$ cat src/design/mcsq_pkg.sv
package mcsq_pkg;

    localparam int SAMPLE_W  = 16;
    localparam int SUM_W     = 26;
    localparam int COUNT_W   = 11;
    localparam int TOL_W     = 8;
    localparam int FAIL_W    = 8;
    localparam int RETRY_W   = 4;
    localparam int TOTAL_W   = 16;
    localparam int CFG_IDX_W = 2;
    localparam int CFG_DATA_W = 11;
    localparam int TDATA_IN_W  = 16;
    localparam int TDATA_OUT_W = 88;
    localparam int TUSER_OUT_W = 4;

    localparam logic [SAMPLE_W-1:0] MIN_INIT = {SAMPLE_W{1'b1}};

    localparam logic [COUNT_W-1:0] NEEDED_RESET  = 11'd32;
    localparam logic [TOL_W-1:0]   TOL_RESET     = 8'd5;
    localparam logic [FAIL_W-1:0]  FAIL_RESET    = 8'd128;
    localparam logic [RETRY_W-1:0] RETRY_RESET   = 4'd8;

    typedef enum logic [CFG_IDX_W-1:0] {
        REG_NEEDED_COUNT  = 2'd0,
        REG_TOLERANCE     = 2'd1,
        REG_FAILURE_LIMIT = 2'd2,
        REG_RETRY_LIMIT   = 2'd3
    } cfg_index_t;

    typedef enum logic [1:0] {
        ST_COLLECT  = 2'd0,
        ST_COMPLETE = 2'd1,
        ST_ABORT    = 2'd2
    } status_t;

    typedef enum logic [1:0] {
        CL_NEW_MIN = 2'd0,
        CL_CLOSE   = 2'd1,
        CL_REJECT  = 2'd2,
        CL_RESTART = 2'd3
    } sample_class_t;

    typedef struct packed {
        logic [COUNT_W-1:0] needed_count;
        logic [TOL_W-1:0]   tolerance;
        logic [FAIL_W-1:0]  failure_limit;
        logic [RETRY_W-1:0] retry_limit;
    } cfg_t;

    typedef struct packed {
        status_t             status;
        sample_class_t       sample_class;
        logic [SUM_W-1:0]    sum;
        logic [SAMPLE_W-1:0] minimum;
        logic [COUNT_W-1:0]  close_count;
        logic [TOTAL_W-1:0]  rejected_total;
        logic [TOTAL_W-1:0]  restarts_total;
    } result_t;

endpackage

$ cat src/design/minimum_cluster_sample_qualifier.sv
// Channel   | Dir | Beat content
// s_*       | in  | tdata[15:0] sample
// m_*       | out | tuser: status, sample_class; tdata: sum, minimum, close_count, totals
// cfg_*     | in  | write enable, register index, write data (no read-back)
//
// One sample per cycle unless output stalls; a beat is registered at input, then at result.
// The state update is a single compare-and-add pass between the input register and
// the result register, so a new beat is taken every cycle while the output drains.
// Reset (rst_n, asynchronous) restores the measurement state, totals and registers.
// A stalled output holds its beat; the input register then fills and s_tready drops.
module minimum_cluster_sample_qualifier (
    input  logic                                 clk,
    input  logic                                 rst_n,
    input  logic                                 s_tvalid,
    output logic                                 s_tready,
    input  logic [mcsq_pkg::TDATA_IN_W-1:0]      s_tdata,  // [15:0] sample
    output logic                                 m_tvalid,
    input  logic                                 m_tready,
    // [25:0] sum, [41:26] minimum, [52:42] close_count, [68:53] rejected_total,
    // [84:69] restarts_total, [87:85] zero
    output logic [mcsq_pkg::TDATA_OUT_W-1:0]     m_tdata,
    output logic [mcsq_pkg::TUSER_OUT_W-1:0]     m_tuser,  // [1:0] status, [3:2] sample_class
    input  logic                                 cfg_we,
    input  logic [mcsq_pkg::CFG_IDX_W-1:0]       cfg_index,
    input  logic [mcsq_pkg::CFG_DATA_W-1:0]      cfg_wdata
);
    import mcsq_pkg::*;

    logic                in_valid_reg;
    logic [SAMPLE_W-1:0] in_sample_reg;
    logic                out_valid_reg;
    result_t             out_res_reg;
    logic                advance;
    cfg_t                cfg;
    result_t             res;

    assign advance  = in_valid_reg && (!out_valid_reg || m_tready);
    assign s_tready = !in_valid_reg || advance;

    mcsq_cfg u_cfg (
        .clk       (clk),
        .rst_n     (rst_n),
        .cfg_we    (cfg_we),
        .cfg_index (cfg_index),
        .cfg_wdata (cfg_wdata),
        .cfg       (cfg)
    );

    mcsq_update u_update (
        .clk    (clk),
        .rst_n  (rst_n),
        .step   (advance),
        .sample (in_sample_reg),
        .cfg    (cfg),
        .res    (res)
    );

    always_ff @(posedge clk or negedge rst_n)
    begin
        if (!rst_n)
        begin
            in_valid_reg  <= 1'b0;
            out_valid_reg <= 1'b0;
        end
        else
        begin
            if (s_tready)
                in_valid_reg <= s_tvalid;
            if (advance)
                out_valid_reg <= 1'b1;
            else if (m_tready)
                out_valid_reg <= 1'b0;
        end
    end

    always_ff @(posedge clk)
    begin
        if (s_tready && s_tvalid)
            in_sample_reg <= s_tdata[SAMPLE_W-1:0];
        if (advance)
            out_res_reg <= res;
    end

    assign m_tvalid = out_valid_reg;
    assign m_tuser  = {out_res_reg.sample_class, out_res_reg.status};
    assign m_tdata  = {3'b000,
                       out_res_reg.restarts_total,
                       out_res_reg.rejected_total,
                       out_res_reg.close_count,
                       out_res_reg.minimum,
                       out_res_reg.sum};

    a_hold_input: assert property (@(posedge clk) disable iff (!rst_n)
        (in_valid_reg && !advance) |=> (in_valid_reg && $stable(in_sample_reg)))
        else $error("pending sample lost while output stalled");

    a_no_overwrite: assert property (@(posedge clk) disable iff (!rst_n)
        (out_valid_reg && !m_tready) |-> !advance)
        else $error("result register overwritten before it was taken");

    a_fill_output: assert property (@(posedge clk) disable iff (!rst_n)
        advance |=> out_valid_reg)
        else $error("processed sample produced no result beat");

endmodule

$ cat src/design/mcsq_cfg.sv
module mcsq_cfg (
    input  logic                              clk,
    input  logic                              rst_n,
    input  logic                              cfg_we,
    input  logic [mcsq_pkg::CFG_IDX_W-1:0]    cfg_index,
    input  logic [mcsq_pkg::CFG_DATA_W-1:0]   cfg_wdata,
    output mcsq_pkg::cfg_t                    cfg
);
    import mcsq_pkg::*;

    cfg_t cfg_reg;

    always_ff @(posedge clk or negedge rst_n)
    begin
        if (!rst_n)
        begin
            cfg_reg.needed_count  <= NEEDED_RESET;
            cfg_reg.tolerance     <= TOL_RESET;
            cfg_reg.failure_limit <= FAIL_RESET;
            cfg_reg.retry_limit   <= RETRY_RESET;
        end
        else if (cfg_we)
        begin
            unique case (cfg_index_t'(cfg_index))
                REG_NEEDED_COUNT:  cfg_reg.needed_count  <= cfg_wdata[COUNT_W-1:0];
                REG_TOLERANCE:     cfg_reg.tolerance     <= cfg_wdata[TOL_W-1:0];
                REG_FAILURE_LIMIT: cfg_reg.failure_limit <= cfg_wdata[FAIL_W-1:0];
                REG_RETRY_LIMIT:   cfg_reg.retry_limit   <= cfg_wdata[RETRY_W-1:0];
                default: ;
            endcase
        end
    end

    assign cfg = cfg_reg;

endmodule

$ cat src/design/mcsq_update.sv
module mcsq_update (
    input  logic                            clk,
    input  logic                            rst_n,
    input  logic                            step,
    input  logic [mcsq_pkg::SAMPLE_W-1:0]   sample,
    input  mcsq_pkg::cfg_t                  cfg,
    output mcsq_pkg::result_t               res
);
    import mcsq_pkg::*;

    logic [SAMPLE_W-1:0] run_minimum_reg, run_minimum_next;
    logic [COUNT_W-1:0]  run_close_count_reg, run_close_count_next;
    logic [FAIL_W-1:0]   run_failures_reg, run_failures_next;
    logic [RETRY_W-1:0]  run_retries_reg, run_retries_next;
    logic [SUM_W-1:0]    run_sum_reg, run_sum_next;
    logic [TOTAL_W-1:0]  rejected_counter_reg, rejected_counter_next;
    logic [TOTAL_W-1:0]  restart_counter_reg, restart_counter_next;

    logic                is_new_min;
    logic                is_close;
    logic [SAMPLE_W:0]   close_bound;
    logic [FAIL_W-1:0]   failures_inc;
    logic [RETRY_W-1:0]  retries_inc;
    logic                restart;
    logic                abort;
    logic                complete;
    sample_class_t       cls;

    // The bound carries one extra bit so minimum plus tolerance never wraps.
    assign close_bound  = {1'b0, run_minimum_reg} + {{(SAMPLE_W+1-TOL_W){1'b0}}, cfg.tolerance};
    assign is_new_min   = sample < run_minimum_reg;
    assign is_close     = {1'b0, sample} < close_bound;
    assign failures_inc = run_failures_reg + 1'b1;
    assign retries_inc  = run_retries_reg + 1'b1;
    assign restart      = !is_new_min && !is_close && (failures_inc == cfg.failure_limit);
    assign abort        = restart && (retries_inc == cfg.retry_limit);

    // Per-sample update before any end-of-measurement reinitialization.
    logic [SAMPLE_W-1:0] upd_minimum;
    logic [COUNT_W-1:0]  upd_close_count;
    logic [FAIL_W-1:0]   upd_failures;
    logic [RETRY_W-1:0]  upd_retries;
    logic [SUM_W-1:0]    upd_sum;

    always_comb
    begin
        upd_minimum           = run_minimum_reg;
        upd_close_count       = run_close_count_reg;
        upd_failures          = run_failures_reg;
        upd_retries           = run_retries_reg;
        upd_sum               = run_sum_reg;
        rejected_counter_next = rejected_counter_reg;
        restart_counter_next  = restart_counter_reg;
        cls                   = CL_REJECT;
        priority if (is_new_min)
        begin
            upd_minimum     = sample;
            upd_close_count = {{(COUNT_W-1){1'b0}}, 1'b1};
            upd_failures    = '0;
            upd_sum         = {{(SUM_W-SAMPLE_W){1'b0}}, sample};
            cls             = CL_NEW_MIN;
        end
        else if (is_close)
        begin
            upd_sum         = run_sum_reg + {{(SUM_W-SAMPLE_W){1'b0}}, sample};
            upd_close_count = run_close_count_reg + 1'b1;
            upd_failures    = '0;
            cls             = CL_CLOSE;
        end
        else
        begin
            rejected_counter_next = rejected_counter_reg + 1'b1;
            upd_failures          = failures_inc;
            if (restart)
            begin
                cls                  = CL_RESTART;
                upd_retries          = retries_inc;
                restart_counter_next = restart_counter_reg + 1'b1;
                if (!abort)
                begin
                    upd_failures    = '0;
                    upd_minimum     = MIN_INIT;
                    upd_close_count = '0;
                end
            end
        end
    end

    assign complete = !abort && (upd_close_count >= cfg.needed_count);

    always_comb
    begin
        res.sample_class   = cls;
        res.minimum        = upd_minimum;
        res.close_count    = upd_close_count;
        res.rejected_total = rejected_counter_next;
        res.restarts_total = restart_counter_next;
        res.sum            = abort ? '0 : upd_sum;
        priority if (abort)
            res.status = ST_ABORT;
        else if (complete)
            res.status = ST_COMPLETE;
        else
            res.status = ST_COLLECT;
    end

    always_comb
    begin
        if (abort || complete)
        begin
            run_minimum_next     = MIN_INIT;
            run_close_count_next = '0;
            run_failures_next    = '0;
            run_retries_next     = '0;
            run_sum_next         = '0;
        end
        else
        begin
            run_minimum_next     = upd_minimum;
            run_close_count_next = upd_close_count;
            run_failures_next    = upd_failures;
            run_retries_next     = upd_retries;
            run_sum_next         = upd_sum;
        end
    end

    always_ff @(posedge clk or negedge rst_n)
    begin
        if (!rst_n)
        begin
            run_minimum_reg      <= MIN_INIT;
            run_close_count_reg  <= '0;
            run_failures_reg     <= '0;
            run_retries_reg      <= '0;
            run_sum_reg          <= '0;
            rejected_counter_reg <= '0;
            restart_counter_reg  <= '0;
        end
        else if (step)
        begin
            run_minimum_reg      <= run_minimum_next;
            run_close_count_reg  <= run_close_count_next;
            run_failures_reg     <= run_failures_next;
            run_retries_reg      <= run_retries_next;
            run_sum_reg          <= run_sum_next;
            rejected_counter_reg <= rejected_counter_next;
            restart_counter_reg  <= restart_counter_next;
        end
    end

    a_end_reinit: assert property (@(posedge clk) disable iff (!rst_n)
        (step && res.status != ST_COLLECT) |=>
            (run_close_count_reg == '0 && run_sum_reg == '0 && run_retries_reg == '0
             && run_minimum_reg == MIN_INIT))
        else $error("measurement state not reinitialized after complete or abort");

    a_abort_class: assert property (@(posedge clk) disable iff (!rst_n)
        (step && res.status == ST_ABORT) |-> (res.sample_class == CL_RESTART && res.sum == '0))
        else $error("abort reported without restart class or with nonzero sum");

    a_restart_count: assert property (@(posedge clk) disable iff (!rst_n)
        (step && res.sample_class == CL_RESTART) |=>
            (restart_counter_reg == $past(restart_counter_reg) + 1'b1))
        else $error("restart total did not advance on a restart");

endmodule

$ cat config.mk
export PLATFORM = sky130hd
export DESIGN_NAME = minimum_cluster_sample_qualifier
export DESIGN_NICKNAME = d
export VERILOG_FILES = /design/src/design/mcsq_pkg.sv /design/src/design/minimum_cluster_sample_qualifier.sv /design/src/design/mcsq_cfg.sv /design/src/design/mcsq_update.sv
export SDC_FILE = /design/constraint.sdc
export NUM_CORES = 1
export LEC_CHECK = 0
export ABC_AREA = 1
export BUFFER_PORTS_ARGS = -buffer_cell sky130_fd_sc_hd__buf_4
export CORE_ASPECT_RATIO = 1.5
export CORE_MARGIN = 10
export CORE_UTILIZATION = 35
export CTS_CLUSTER_SIZE = 8
export DETAILED_ROUTE_END_ITERATION = 7
export GPL_TIMING_DRIVEN = 0
export PLACE_DENSITY_LB_ADDON = 0.12
export SYNTH_ARGS = -nofsm -noshare
export SYNTH_HDL_FRONTEND = slang
export SYNTH_SLANG_ARGS = --single-unit
$ cat constraint.sdc
create_clock -name clk -period 8.7 [get_ports clk]
set_clock_uncertainty 0.15 [all_clocks]
set_input_delay 1.74 -clock clk [delete_from_list [all_inputs] [get_ports clk]]
set_output_delay 1.74 -clock clk [all_outputs]
set_load 0.005 [all_outputs]
=== Word-level counts from Yosys, hierarchy flattened ===
Index checks and enable logic that the tools add are counted.

* Bits in registers: 235
* Bits in latches: 0
* RAM bits: 0
* ROM bits: 0
* Output and inout port bits: 94
* Logic and storage cells: 94
* Memories: 0

* Add/sub/neg operators: 7
* Multiply operators: 0
* Div/mod/pow operators: 0
* Order comparisons: 3
* Equality and inequality tests: 7
* Shift operators: 0
* Mux-type cells: 32
* Bitwise operators: 0
* Reductions and logical operators: 23

{| class="wikitable"
|+ Operator list
! kind !! count
|-
| 16-bit 2-to-1 mux || 10
|-
| 26-bit 2-to-1 mux || 3
|-
| 11-bit 2-to-1 mux || 5
|-
| 8-bit 2-to-1 mux || 5
|-
| 16-bit by 1-bit adder with 16-bit output (second input constant) || 2
|-
| 26-bit by 16-bit adder with 26-bit output || 1
|-
| 16-bit by 8-bit adder with 17-bit output || 1
|-
| 16-bit by 17-bit less-than comparator with 1-bit output || 1
|-
| 16-bit less-than comparator || 1
|-
| 4-bit 2-to-1 mux || 4
|-
| 11-bit by 1-bit adder with 11-bit output (second input constant) || 1
|-
| 11-bit >= comparator || 1
|-
| 8-bit by 1-bit adder with 8-bit output (second input constant) || 1
|-
| 8-bit equality test || 1
|-
| 2-bit AND reduction || 4
|-
| 1-bit logical AND || 6
|-
| 1-bit logical NOT || 5
|-
| 1-bit 2-to-1 mux || 5
|-
| 4-bit by 1-bit adder with 4-bit output (second input constant) || 1
|-
| 2-bit equality test (second input constant) || 2
|-
| 4-bit equality test || 1
|-
| 2-bit != test (second input constant) || 2
|-
| 4-bit AND reduction || 1
|-
| 2-bit nonzero test || 2
|-
| other kinds (4) || 6
|}

=== Depth between registers and ports, before layout ===
Gate-level depths: netlist of run 1.

* Depth after elaboration: 15
* Gate-level depth with buffers: 35
* Gate-level depth less buffers: 33

=== Modules after synthesis ===
A second synthesis of run 1 with hierarchy kept.

* Cell total of the unflattened synthesis: 1584
* Area total of the unflattened synthesis: 13558.0 um^2

{| class="wikitable"
|+ Modules (own cells, without submodules)
! module !! times used !! cells an instance !! area each (um^2) !! sequential area each (um^2)
|-
| mcsq_update || 1 || 1322 || 8946.1 || 2447.3
|-
| minimum_cluster_sample_qualifier || 1 || 121 || 3274.4 || 3203.1
|-
| mcsq_cfg || 1 || 141 || 1337.5 || 782.0
|}

=== Worst setup path after synthesis of run 1 ===
OpenSTA, ideal clock, no wires.

* Path type: input-to-reg
* Start: input port m_tready
* End: register out_res_reg, in the netlist m_tdata[0], enable pin
* Arrival time: 5.020 ns
* Required time: 8.062 ns
* Slack: 3.042 ns
* Stages: 6
* Path through: inv_1 > nand2_1 > nand2_1 > clkinv_1 > clkbuf_1 > clkbuf_1

* Longest elaborated chain between the ends: 2

{| class="wikitable"
|+ Ends and longest elaborated chain
! element !! RTL line !! text
|-
| from (decl) || minimum_cluster_sample_qualifier.sv:18 || <nowiki>input logic m_tready,</nowiki>
|-
| 1-bit logical OR || minimum_cluster_sample_qualifier.sv:37 || <nowiki>assign advance = in_valid_reg && (!out_valid_reg || m_tready);</nowiki>
|-
| 1-bit logical AND || minimum_cluster_sample_qualifier.sv:37 ||
|-
| named net advance || minimum_cluster_sample_qualifier.sv:33 || <nowiki>logic advance;</nowiki>
|-
| to (signal assigned) || minimum_cluster_sample_qualifier.sv:81 || <nowiki>out_res_reg <= res;</nowiki>
|-
| to (decl) || minimum_cluster_sample_qualifier.sv:32 || <nowiki>result_t out_res_reg;</nowiki>
|}

The timed path passes the listed nets, and every way through them passes these cells.
A chain may end at the register's enable or synchronous reset.

==> metrics.md, run 1 <==
| Metric | Value |
|---|---|
| Status | finished clean |
| Depth of the CTS H-tree | 2 |
| GRT overflow | 0 |
| PD cells | between 300 and 400 mW/mm^2 |
| Max Slew Vio Count | 0 |
| Initial antenna violation count | 0 |
| Number of flops mapped to enable cells by yosys | 105 |
| Gpl congestion | between 0.8 and 0.9 |
| Num CTS Buffers | 35 |
| Crit path largest cell delay | approximately 560 ps |
| Commonest cells after routing, fill and taps aside | nand2_1 (425), inv_1 (183), nor2_1 (133) |
| Routed wire per std cell | around 18 um |
| Startpoint Class | register |
| Mapped Area | 0.0133 mm^2 |
| Worst-path cell with the longest stage delay | dfstp_2 |
| Setup Buffers After CTS | 0 |
| CTS tree | built |
| Required time worst endpoint | between 8000 and 9000 ps |
| Max reg flops | 85 |
| HP Class | register to register |
| Drt first pass iters | 5 |
| Most used cell, CP | nand2_1 |
| Ratio of cells with drive above 1 in the final layout | 0.142 |
| Finish-stage setup viols | 0 |
| PortBufs | roughly 120 |
| DRC | 0 |
| Root Buffer Master | clkbuf_16 |
| DR vias | approximately 11000 |
| Leak | approximately 7.4 nW |
| Die H | roughly 260 um |
| Vias/cell | around 4.9 |
| Antenna Nets Post-Route | 0 |
| Routed WL | 40400 um |
| Synth area leaders | edfxtp_1 (24%), dfrtp_1 (21%), nand2_1 (12%), ha_1 (6.6%), inv_1 (5.2%) |
| Ys async rst share | 0.553 |
| Slew headroom | 0.408 |
| Number of filler cells placed in the layout | between 3000 and 4000 |
| Clk sinks | between 200 and 250 |
| CP Class | register to register |
| Reg clk slew, reported paths | ~50 ps |
| Count of different cell masters after synthesis | 50 |
| Starting Density | 0.353 |
| Final HPWL DP | about 31000 um |
| Max VDD drop | roughly 0.00018 V |
| Post-CTS sizing | 0 |
| Number of synthesized register bits | about 240 |
| Crit path max fanout | 10 |
| Sequential fraction of the synthesis area | 0.485 |
| Synth top area share | 0.238 |
| Avg Cell Area, Syn | 8.41 um^2 |
| Layout Nets | between 1500 and 2000 |
| Fin crit period | about 6500 ps |
| FMAX | between 0.15 and 0.2 GHz |
| Die Area | between 0.04 and 0.05 mm^2 |
| Fin. Hold Viols | 0 |
| Main synth FF type | dfrtp_1 |
| Max-cap violations | 0 |
| Die X | 179 um |
| Mapped Cells | roughly 1600 |
| Core Footprint | around 0.038 mm^2 |
| FP Rows | slightly below 90 |
| Maximum clock insertion buffer count | 3 |
| Area Growth Syn to Fin | 19.7% |
| CP arrival | 6770 ps |
| Final Util | 0.423 |
| Worst-skew pair later-pin latency | around 530 ps |
| Synth warnings | 0 |
| Number of global-route vias before repair | between 10000 and 15000 |
| Period utilisation layout | 0.746 |
| Endpoint class of the critical path | register |
| Most common cell after layout, fill and taps aside | nand2_1 |
| First-pass GRT wire length | ~62000 um |
| I/O pin cnt | 128 |
| # hold bufs at CTS | 0 |
| Ant. Diodes | 0 |
| DR iter-0 viols | a little over 600 |
| Largest area contributor in the netlist | edfxtp_1 |
| RSZ-0062 raised after global routing | false |
| Largest net degree at the start of global routing | roughly 70 |
| Worst Tran Pin Value | approximately 890 ps |
| TNS Setup | 0 ps |
| GRT Util Overall | 0.173 |
[worst paths after layout]
path	startpoint	cells past startpoint	end	slack, ps
setup / recovery	u_update.run_minimum_reg[0]	32	u_update.run_sum_reg[21]	2210
hold / removal	u_cfg.cfg[27]	2	u_cfg.cfg[27]	330
setup reg to reg	u_update.run_minimum_reg[0]	32	u_update.run_sum_reg[21]	2210
hold reg to reg	u_cfg.cfg[27]	2	u_cfg.cfg[27]	330
max in group asynchronous	rst_n	2	u_update.run_minimum_reg[10]	6490
min in group asynchronous	rst_n	1	u_update.run_sum_reg[24]	1070
[cell usage after synthesis (3+ instances only)]
cell / count
a21boi_0: 3
a21o_1: 3
a21oi_1: 79
a31o_2: 5
and2_1: 3
buf_2: 16
buf_4: 6
buf_6: 4
clkbuf_1: 23
dfrtp_1: 109
dfstp_2: 21
edfxtp_1: 105
ha_1: 70
inv_1: 183
nand2_1: 425
nand2_2: 4
nand3_1: 79
nand3b_1: 4
nand4_1: 18
nor2_1: 133
nor2_2: 3
nor3_1: 17
nor4_1: 9
o211ai_1: 5
o21a_1: 3
o21ai_0: 126
o21ai_1: 12
o21ai_2: 11
o22ai_1: 13
xnor2_1: 13
xor2_1: 45
[layer usage]
layer	vias up	wire length, um	track usage
met5	-	0	0
met4	0	1320	0.0661
met2	251	21000	0.312
met1	5199	16200	0.199
met3	65	1890	0.0278
li1	5523	-	-
[per-stage QoR]
step           hold WS [ps]  instances  cell area (um^2)  power, mW  setup WS (ps)
2_1_floorplan           303       1578             13300       3.17           3040
3_3_place_gp            321       2191             14800       4.01            854
3_5_place_dp            325       2193             14900       4.04           2320
4_1_cts                 338       2255             15900       5.35           2270
5_1_grt                 349       2255             15900       5.70           1750
6_report                334       2255             15900       5.27           2210
[worst max-delay path: cells and delay by family, from the launching register on]
family	cells	cell delay, ps
simple gates	18	2630
buf+inv	3	720
flops	1	560
xor+xnor	1	180
compound gates	6	1140
fa+ha+maj	4	1010
[power breakdown]
group	total, mW	leakage (nW)	internal, mW	switching [mW]
combinational	2.25	4.22	0.795	1.46
clock	1.27	0.479	0.761	0.507
sequential	1.75	2.68	1.56	0.194
[layout make-up]
type / instances / area [um^2] / area share
plain buffers: 50 / 264 / 0.0166
clock buffers: 59 / 976 / 0.0615
clock inverters: 3 / 26.3 / 0.00166
inverters: 188 / 708 / 0.0446
multi-input cells: 1105 / 5860 / 0.369
flip-flops and latches: 235 / 6430 / 0.405
well taps: 489 / 612 / 0.0385
repair buffers: 126 / 990 / 0.0624
[cells by family (layout without fill, tap and decap cells)]
family,Yosys count,count (layout),synth area share
compound gates,265,265,0.111
other cells,1,3,0.000283
buf+inv,238,426,0.0731
xor+xnor,58,58,0.0383
simple gates,707,707,0.223
flops,235,235,0.485
fa+ha+maj,72,72,0.0691
(Power assumes the default switching activity.)
==> inputs of run 2 (changes only) <==
clock period = 5.24 ns   (was 8.7 ns; I/O delays follow)
==> metrics.md, run 2 (synthesis gave the netlist of run 1 again) <==
| Metric | Value |
|---|---|
| Fin area | 0.0173 mm^2 (was 0.0159 mm^2) |
| Most used cell, CP | buf_4 (was nand2_1) |
| Core Footprint | 0.0376 mm^2 (unchanged) |
| Drt first pass iters | 5 (unchanged) |
| GRT Util Overall | 0.178 (was 0.173) |
| HP Class | register to register (unchanged) |
| Commonest cells after routing, fill and taps aside | nand2_1 (398), buf_4 (197), inv_1 (180) (was nand2_1 (425), inv_1 (183), nor2_1 (133)) |
| Number of global-route vias before repair | 11500 (was 11100) |
| Depth of the CTS H-tree | 2 (unchanged) |
| Num CTS Buffers | 35 (unchanged) |
| Max-cap violations | 0 (unchanged) |
| CP Class | register to register (unchanged) |
| PD cells | 544 mW/mm^2 (was 332 mW/mm^2) |
| Ant. Diodes | 0 (unchanged) |
| Most common cell after layout, fill and taps aside | nand2_1 (unchanged) |
| Die Area | 0.0462 mm^2 (unchanged) |
| Worst-skew pair later-pin latency | 530 ps (about the same) |
| Worst-path cell with the longest stage delay | dfstp_2 (unchanged) |
| I/O pin cnt | 128 (unchanged) |
| Die X | 179 um (unchanged) |
| Placed cell area | 0.0149 mm^2 (unchanged) |
| GRT overflow | 0 (unchanged) |
| Crit path largest cell delay | 590 ps (was 560 ps) |
| Ratio of cells with drive above 1 in the final layout | 0.230 (was 0.142) |
| Max VDD drop | 0.000307 V (was 0.000185 V) |
| R2r setup slk | -80 ps (was 2210 ps) |
| Largest net degree at the start of global routing | 69 (unchanged) |
| Final HPWL DP | 30700 um (unchanged) |
| Finish-stage setup viols | 17 (was 0) |
| Die H | 258 um (unchanged) |
| Hold_ws | 336 ps (was 334 ps) |
| Root Buffer Master | clkbuf_16 (unchanged) |
| Total Power | 9.40 mW (was 5.27 mW) |
| Reg2reg start | u_update.run_minimum_reg[5] (was u_update.run_minimum_reg[0]) |
| Maximum clock insertion buffer count | 3 (unchanged) |
| DR vias | 11500 (was 11000) |
| Gpl congestion | 0.890 (unchanged) |
| Reg clk slew, reported paths | 50 ps (about the same) |
| FMAX | 0.188 GHz (was 0.154 GHz) |
| CTS tree | built (unchanged) |
| Hold Crit Depth | 2 (unchanged) |
| Leak | 7.90 nW (was 7.38 nW) |
| Min-delay src | u_cfg.cfg[27] (unchanged) |
| Area Growth Syn to Fin | 30.3% (was 19.7%) |
| Clk sinks | 235 (unchanged) |
| Met1 Use GR | 0.201 (was 0.199) |
| Layout Nets | 1921 (was 1847) |
| CP arrival | 5540 ps (was 6770 ps) |
| Final Util | 0.460 (was 0.423) |
| Initial antenna violation count | 0 (unchanged) |
| Fin. Hold Viols | 0 (unchanged) |
| M3 GR Usage | 0.0303 (was 0.0278) |
| Met2 GRT Util | 0.320 (was 0.312) |
| Routed WL | 42300 um (was 40400 um) |
| Failing checks | negative setup slack |
| PortBufs | 124 (unchanged) |
| First-pass GRT wire length | 64000 um (was 62300 um) |
| Max Slew Vio Count | 0 (unchanged) |
| Setup slack after layout | -75.4 ps (was 2210 ps) |
| DRC | 0 (unchanged) |
| Startpoint Class | register (unchanged) |
| FP Rows | 87 (unchanged) |
| GRT Max-Usage Layer | met2 (unchanged) |
| Worst Tran Pin Value | 1000 ps (was 888 ps) |
| Max reg flops | 85 (unchanged) |
| TNS Setup | -468 ps (was 0 ps) |
| Status | finished with violations (was finished clean) |
| Slew headroom | 0.330 (was 0.408) |
| Endpoint class of the critical path | register (unchanged) |
| Fin crit period | 5320 ps (was 6490 ps) |
| Starting Density | 0.353 (unchanged) |
| Hold Path End | u_cfg.cfg[27] (unchanged) |
| Vias/cell | 4.94 (was 4.89) |
| Antenna Nets Post-Route | 0 (unchanged) |
| RSZ-0062 raised after global routing | true (was false) |
| Worst r2r path cells | 36 (was 32) |
| DR iter-0 viols | 573 (was 622) |
| Routed wire per std cell | 18.2 um (was 17.9 um) |
| R2R Path End | u_update.run_close_count_reg[8] (was u_update.run_sum_reg[21]) |
| Period utilisation layout | 1.01 (was 0.746) |
| Crit path max fanout | 7 (was 10) |
| Required time worst endpoint | 5470 ps (was 8980 ps) |
## run 2: power breakdown
| group | internal [mW] | switching, mW | total [mW] |
|---|---|---|---|
| Combinational | 1.70 | 2.67 | 4.37 |
| Sequential | 2.59 | 0.335 | 2.92 |
| Clock | 1.26 | 0.849 | 2.11 |
| Total | 5.55 | 3.85 | 9.40 |
## run 2: worst max-delay path by stage
stage / startpoint / to / slack (ps)
6_report: u_update.run_minimum_reg[5] / u_update.run_close_count_reg[8] / -80
3_5_place_dp: u_update.run_minimum_reg[0] / u_update.run_sum_reg[21] / -1140
4_1_cts: u_update.run_minimum_reg[6] / u_update.run_minimum_reg[13] / -60
5_1_grt: u_update.run_minimum_reg[6] / u_update.run_sum_reg[25] / -400
3_3_place_gp: m_tready / u_update.run_sum_reg[24] / -1910
2_1_floorplan: u_update.run_minimum_reg[0] / u_update.run_minimum_reg[13] / 240
## run 2: cell type report
type / instances / area (um^2)
Tap cell: 489 / 612
Fill cell: 3695 / 20300
Sequential cell: 235 / 6430
Clock buffer: 59 / 976
Timing Repair Buffer: 203 / 1670
Inverter: 188 / 721
Multi-Input combinational cell: 1105 / 6500
Buffer: 47 / 338
Clock inverter: 3 / 26.3
## run 2: stage by stage
stage	worst slack, ps	std cells
after global routing	-404	2329
final	-75.4	2329
after global placement	-1910	2191
after CTS	-62.3	2310
after detailed placement	-1140	2193
after floorplan	238	1578
## run 2: layer usage
layer / routed length, um / share of wire / vias to the layer above
li1: - / - / 5685
met1: 16700 / 0.40 / 5500
met2: 22200 / 0.52 / 255
met3: 1870 / 0.044 / 74
met4: 1510 / 0.036 / 0
met5: 0 / 0 / -
## run 2: what timing repair did
action                                  in CTS  in global routing
hold buffers                                 0                  0
endpoints found under the setup margin      66                 66
gates cloned                                 1                  2
gates resized for setup                     96                 88
setup buffers                               54                 21
pin swaps                                   35                 45
## run 2: worst max-delay path, delay by kind of cell, from the launching register on
| family | cells | cell delay (ps) |
|---|---|---|
| xor+xnor | 1 | 140 |
| flops | 1 | 590 |
| simple gates | 14 | 1420 |
| fa+ha+maj | 2 | 460 |
| buf+inv | 15 | 1910 |
| compound gates | 4 | 510 |
==> inputs of run 3 (changes only) <==
ABC_AREA = default   (was 1)
==> metrics.md, run 3 <==
| Metric | Value |
|---|---|
| Status | finished with violations (unchanged) |
| Failing checks | negative setup slack (unchanged) |
| Mapped Cells | 1194 (was 1576) |
| Starting Density | 0.355 (was 0.353) |
| Most common cell after layout, fill and taps aside | buf_4 (was nand2_1) |
| Final HPWL DP | 28000 um (was 30700 um) |
| Reg clk slew, reported paths | 60 ps (was 50 ps) |
| PortBufs | 124 (unchanged) |
| Worst-skew pair later-pin latency | 530 ps (about the same) |
| Drt first pass iters | 5 (unchanged) |
| Max Slew Vio Count | 0 (unchanged) |
| Synth warnings | 0 (unchanged) |
| Setup WS pre-CTS | -1990 ps (was -1140 ps) |
| Avg Cell Area, Syn | 10.7 um^2 (was 8.41 um^2) |
| Area Growth Syn to Fin | 31.4% (was 30.3%) |
| Antenna Nets Post-Route | 0 (unchanged) |
| Final Util | 0.467 (was 0.460) |
| Startpoint Class | register (unchanged) |
| Number of global-route vias before repair | 10700 (was 11500) |
| RSZ-0062 raised after global routing | true (unchanged) |
| Maximum clock insertion buffer count | 3 (unchanged) |
| Fin. Hold Viols | 0 (unchanged) |
| First-pass GRT wire length | 61000 um (was 64000 um) |
| Worst r2r path cells | 31 (was 36) |
| DR iter-0 viols | 491 (was 573) |
| Largest net degree at the start of global routing | 82 (was 69) |
| Number of flops mapped to enable cells by yosys | 105 (unchanged) |
| Buf/Inv on CP | 5 (was 15) |
| CP arrival | 6390 ps (was 5540 ps) |
| CTS tree | built (unchanged) |
| Routed wire per std cell | 20.4 um (was 18.2 um) |
| FMAX | 0.164 GHz (was 0.188 GHz) |
| Die X | 176 um (was 179 um) |
| Finish-stage setup viols | 66 (was 17) |
| FF+latch area | 0.00643 mm^2 (unchanged) |
| Setup slack after layout | -855 ps (was -75.4 ps) |
| Mapped Area | 0.0128 mm^2 (was 0.0133 mm^2) |
| Required time worst endpoint | 5540 ps (was 5470 ps) |
| Fin crit period | 6090 ps (was 5320 ps) |
| Core Footprint | 0.0361 mm^2 (was 0.0376 mm^2) |
| R2R Path End | u_update.run_close_count_reg[7] (was u_update.run_close_count_reg[8]) |
| HP Class | input pin to async pin (was register to register) |
| Crit path largest cell delay | 550 ps (was 590 ps) |
| Root Buffer Master | clkbuf_16 (unchanged) |
| Ratio of cells with drive above 1 in the final layout | 0.273 (was 0.230) |
| Crit path max fanout | 10 (was 7) |
| Routed WL | 39200 um (was 42300 um) |
| Max-cap violations | 0 (unchanged) |
| Top cells by count, synth | dfrtp_1 (109), edfxtp_1 (105), nand2_1 (101) (was nand2_1 (425), inv_1 (183), nor2_1 (133)) |
| Dpl cells | 1801 (was 2193) |
| Uppermost layer routed | met4 (unchanged) |
| Initial antenna violation count | 0 (unchanged) |
| Largest area contributor in the netlist | edfxtp_1 (unchanged) |
| Main synth FF type | dfrtp_1 (unchanged) |
| Gpl congestion | 0.896 (was 0.890) |
| Most frequent cell after synthesis | dfrtp_1 (was nand2_1) |
| FP Rows | 85 (was 87) |
| Met3 routed WL | 1600 um (was 1870 um) |
| Max reg flops | 85 (unchanged) |
| Layout Nets | 1523 (was 1921) |
| DRC | 0 (unchanged) |
| Depth of the CTS H-tree | 2 (unchanged) |
| Synth top area share | 0.246 (was 0.238) |
| Slew headroom | 0.346 (was 0.330) |
| CP Class | register to register (unchanged) |
| Worst-path cell with the longest stage delay | dfstp_2 (unchanged) |
| Max VDD drop | 0.000284 V (was 0.000307 V) |
| Worst Tran Pin Value | 981 ps (was 1000 ps) |
| Final Non-Filler Cells | 1920 (was 2329) |
| Num CTS Buffers | 35 (unchanged) |
| Vias/cell | 5.23 (was 4.94) |
| M1 WL | 14900 um (was 16700 um) |
| PD cells | 530 mW/mm^2 (was 544 mW/mm^2) |
| Period utilisation layout | 1.16 (was 1.01) |
| DR vias | 10000 (was 11500) |
| Leak | 7.10 nW (was 7.90 nW) |
| Die H | 254 um (was 258 um) |
| Endpoint class of the critical path | register (unchanged) |
| GRT overflow | 0 (unchanged) |
| Number of filler cells placed in the layout | 3398 (was 3695) |
| Clk sinks | 235 (unchanged) |
| Sequential fraction of the synthesis area | 0.503 (was 0.485) |
| I/O pin cnt | 128 (unchanged) |
| Most used cell, CP | a21oi_2 (was buf_4) |
| Die Area | 0.0448 mm^2 (was 0.0462 mm^2) |
| Family with the most delay on the worst path | compound AO/OA/AOI/OAI gates (was buffers and inverters) |
| Ys async rst share | 0.553 (unchanged) |
| Hold_ws | 328 ps (was 336 ps) |
| Reg2reg start | u_update.run_minimum_reg[1] (was u_update.run_minimum_reg[5]) |
| R2r setup slk | -850 ps (was -80 ps) |
| Count of different cell masters after synthesis | 78 (was 50) |
| Ant. Diodes | 0 (unchanged) |
| Routed met2 length | 21100 um (was 22200 um) |
| Number of synthesized register bits | 235 (unchanged) |
| GRT Util Overall | 0.174 (was 0.178) |
| Synth area leaders | edfxtp_1 (25%), dfrtp_1 (21%), ha_1 (6.8%), dfstp_2 (4.3%), xnor2_1 (4.3%) (was edfxtp_1 (24%), dfrtp_1 (21%), nand2_1 (12%), ha_1 (6.6%), inv_1 (5.2%)) |
| Area of the multi-input gates | 0.00659 mm^2 (was 0.00650 mm^2) |
| Total Power | 8.91 mW (was 9.40 mW) |
| Commonest cells after routing, fill and taps aside | buf_4 (160), dfrtp_1 (109), edfxtp_1 (105) (was nand2_1 (398), buf_4 (197), inv_1 (180)) |
[run 3: cell types whose count changed in the layout (fill, tap and decap cells not counted), sizes merged, moves of 19 or more]
| cell | delta |
|---|---|
| and3 | +24 |
| o21ai | -94 |
| nand3 | -23 |
| nand2 | -329 |
| xnor2 | +50 |
| nor2b | +27 |
| buf | -19 |
| inv | -142 |
| a31oi | +23 |
| mux2 | +24 |
| nor2 | -56 |
[run 3: layer usage]
metal,global-route usage,vias up
met5,0,-
met3,0.0299,82
li1,-,4814
met2,0.325,223
met4,0.0823,0
met1,0.186,4913
[run 3: area by class of cell]
cell class,instances,share of cell area
Inverter,46,0.0104
Multi-Input combinational cell,868,0.392
Clock buffer,61,0.0604
Sequential cell,235,0.382
Buffer,47,0.0225
Tap cell,478,0.0355
Clock inverter,1,0.000446
Timing Repair Buffer,184,0.0968
[run 3: how the worst max path moves through the flow]
stage	from	endpoint	slack [ps]	depth (start not counted)
after floorplan	u_update.run_minimum_reg[1]	u_update.run_failures_reg[6]	-380	31
after global placement	m_tready	u_update.rejected_counter_reg[2]	-2160	8
after detailed placement	u_update.run_minimum_reg[1]	u_update.run_sum_reg[17]	-1990	28
after CTS	u_update.run_minimum_reg[1]	u_update.run_close_count_reg[7]	-850	32
after global routing	u_update.run_minimum_reg[1]	u_update.run_close_count_reg[7]	-1150	32
final	u_update.run_minimum_reg[1]	u_update.run_close_count_reg[7]	-850	31
[run 3: where the power goes]
group	internal, mW	switching [mW]	total, mW
registers	2.39	0.257	2.65
clock network	1.30	0.828	2.13
logic	1.79	2.34	4.13
total	5.49	3.42	8.91
[run 3: repair_timing]
| action | in CTS | in global routing |
|---|---|---|
| hold buffers | 0 | 0 |
| endpoints found under the setup margin | 67 | 66 |
| gates resized for setup | 120 | 18 |
| buffers inserted | 40 | 12 |
| gates cloned | 6 | 0 |
| pin swaps | 41 | 13 |
[run 3: logic make-up after synthesis]
group / Yosys count / synth area share
and+or+nand+nor: 399 / 0.159
AOI/OAI and AO/OA: 259 / 0.136
DFF: 235 / 0.503
xor gates and xnor gates: 106 / 0.0748
buffers and inverters: 94 / 0.0309
adders and majority gates: 72 / 0.0716
muxes: 28 / 0.0242
other: 1 / 0.000293
[run 3: through the flow]
| stage | TNS, ps | cell area, um^2 |
|---|---|---|
| 2_1_floorplan | -14160 | 13000 |
| 3_3_place_gp | -289740 | 14600 |
| 3_5_place_dp | -118120 | 14600 |
| 4_1_cts | -48830 | 16600 |
| 5_1_grt | -68380 | 16800 |
| 6_report | -50380 | 16800 |
[run 3: worst reg2reg max path: cells and delay by family, from the launching register on]
family	cells	cell delay, ps
AO/OA/AOI/OAI	13	2180
AND/OR/NAND/NOR	9	1770
buffers and inverters	5	670
XOR/XNOR	1	50
adder cells (fa/ha/maj)	3	650
flip-flops	1	550
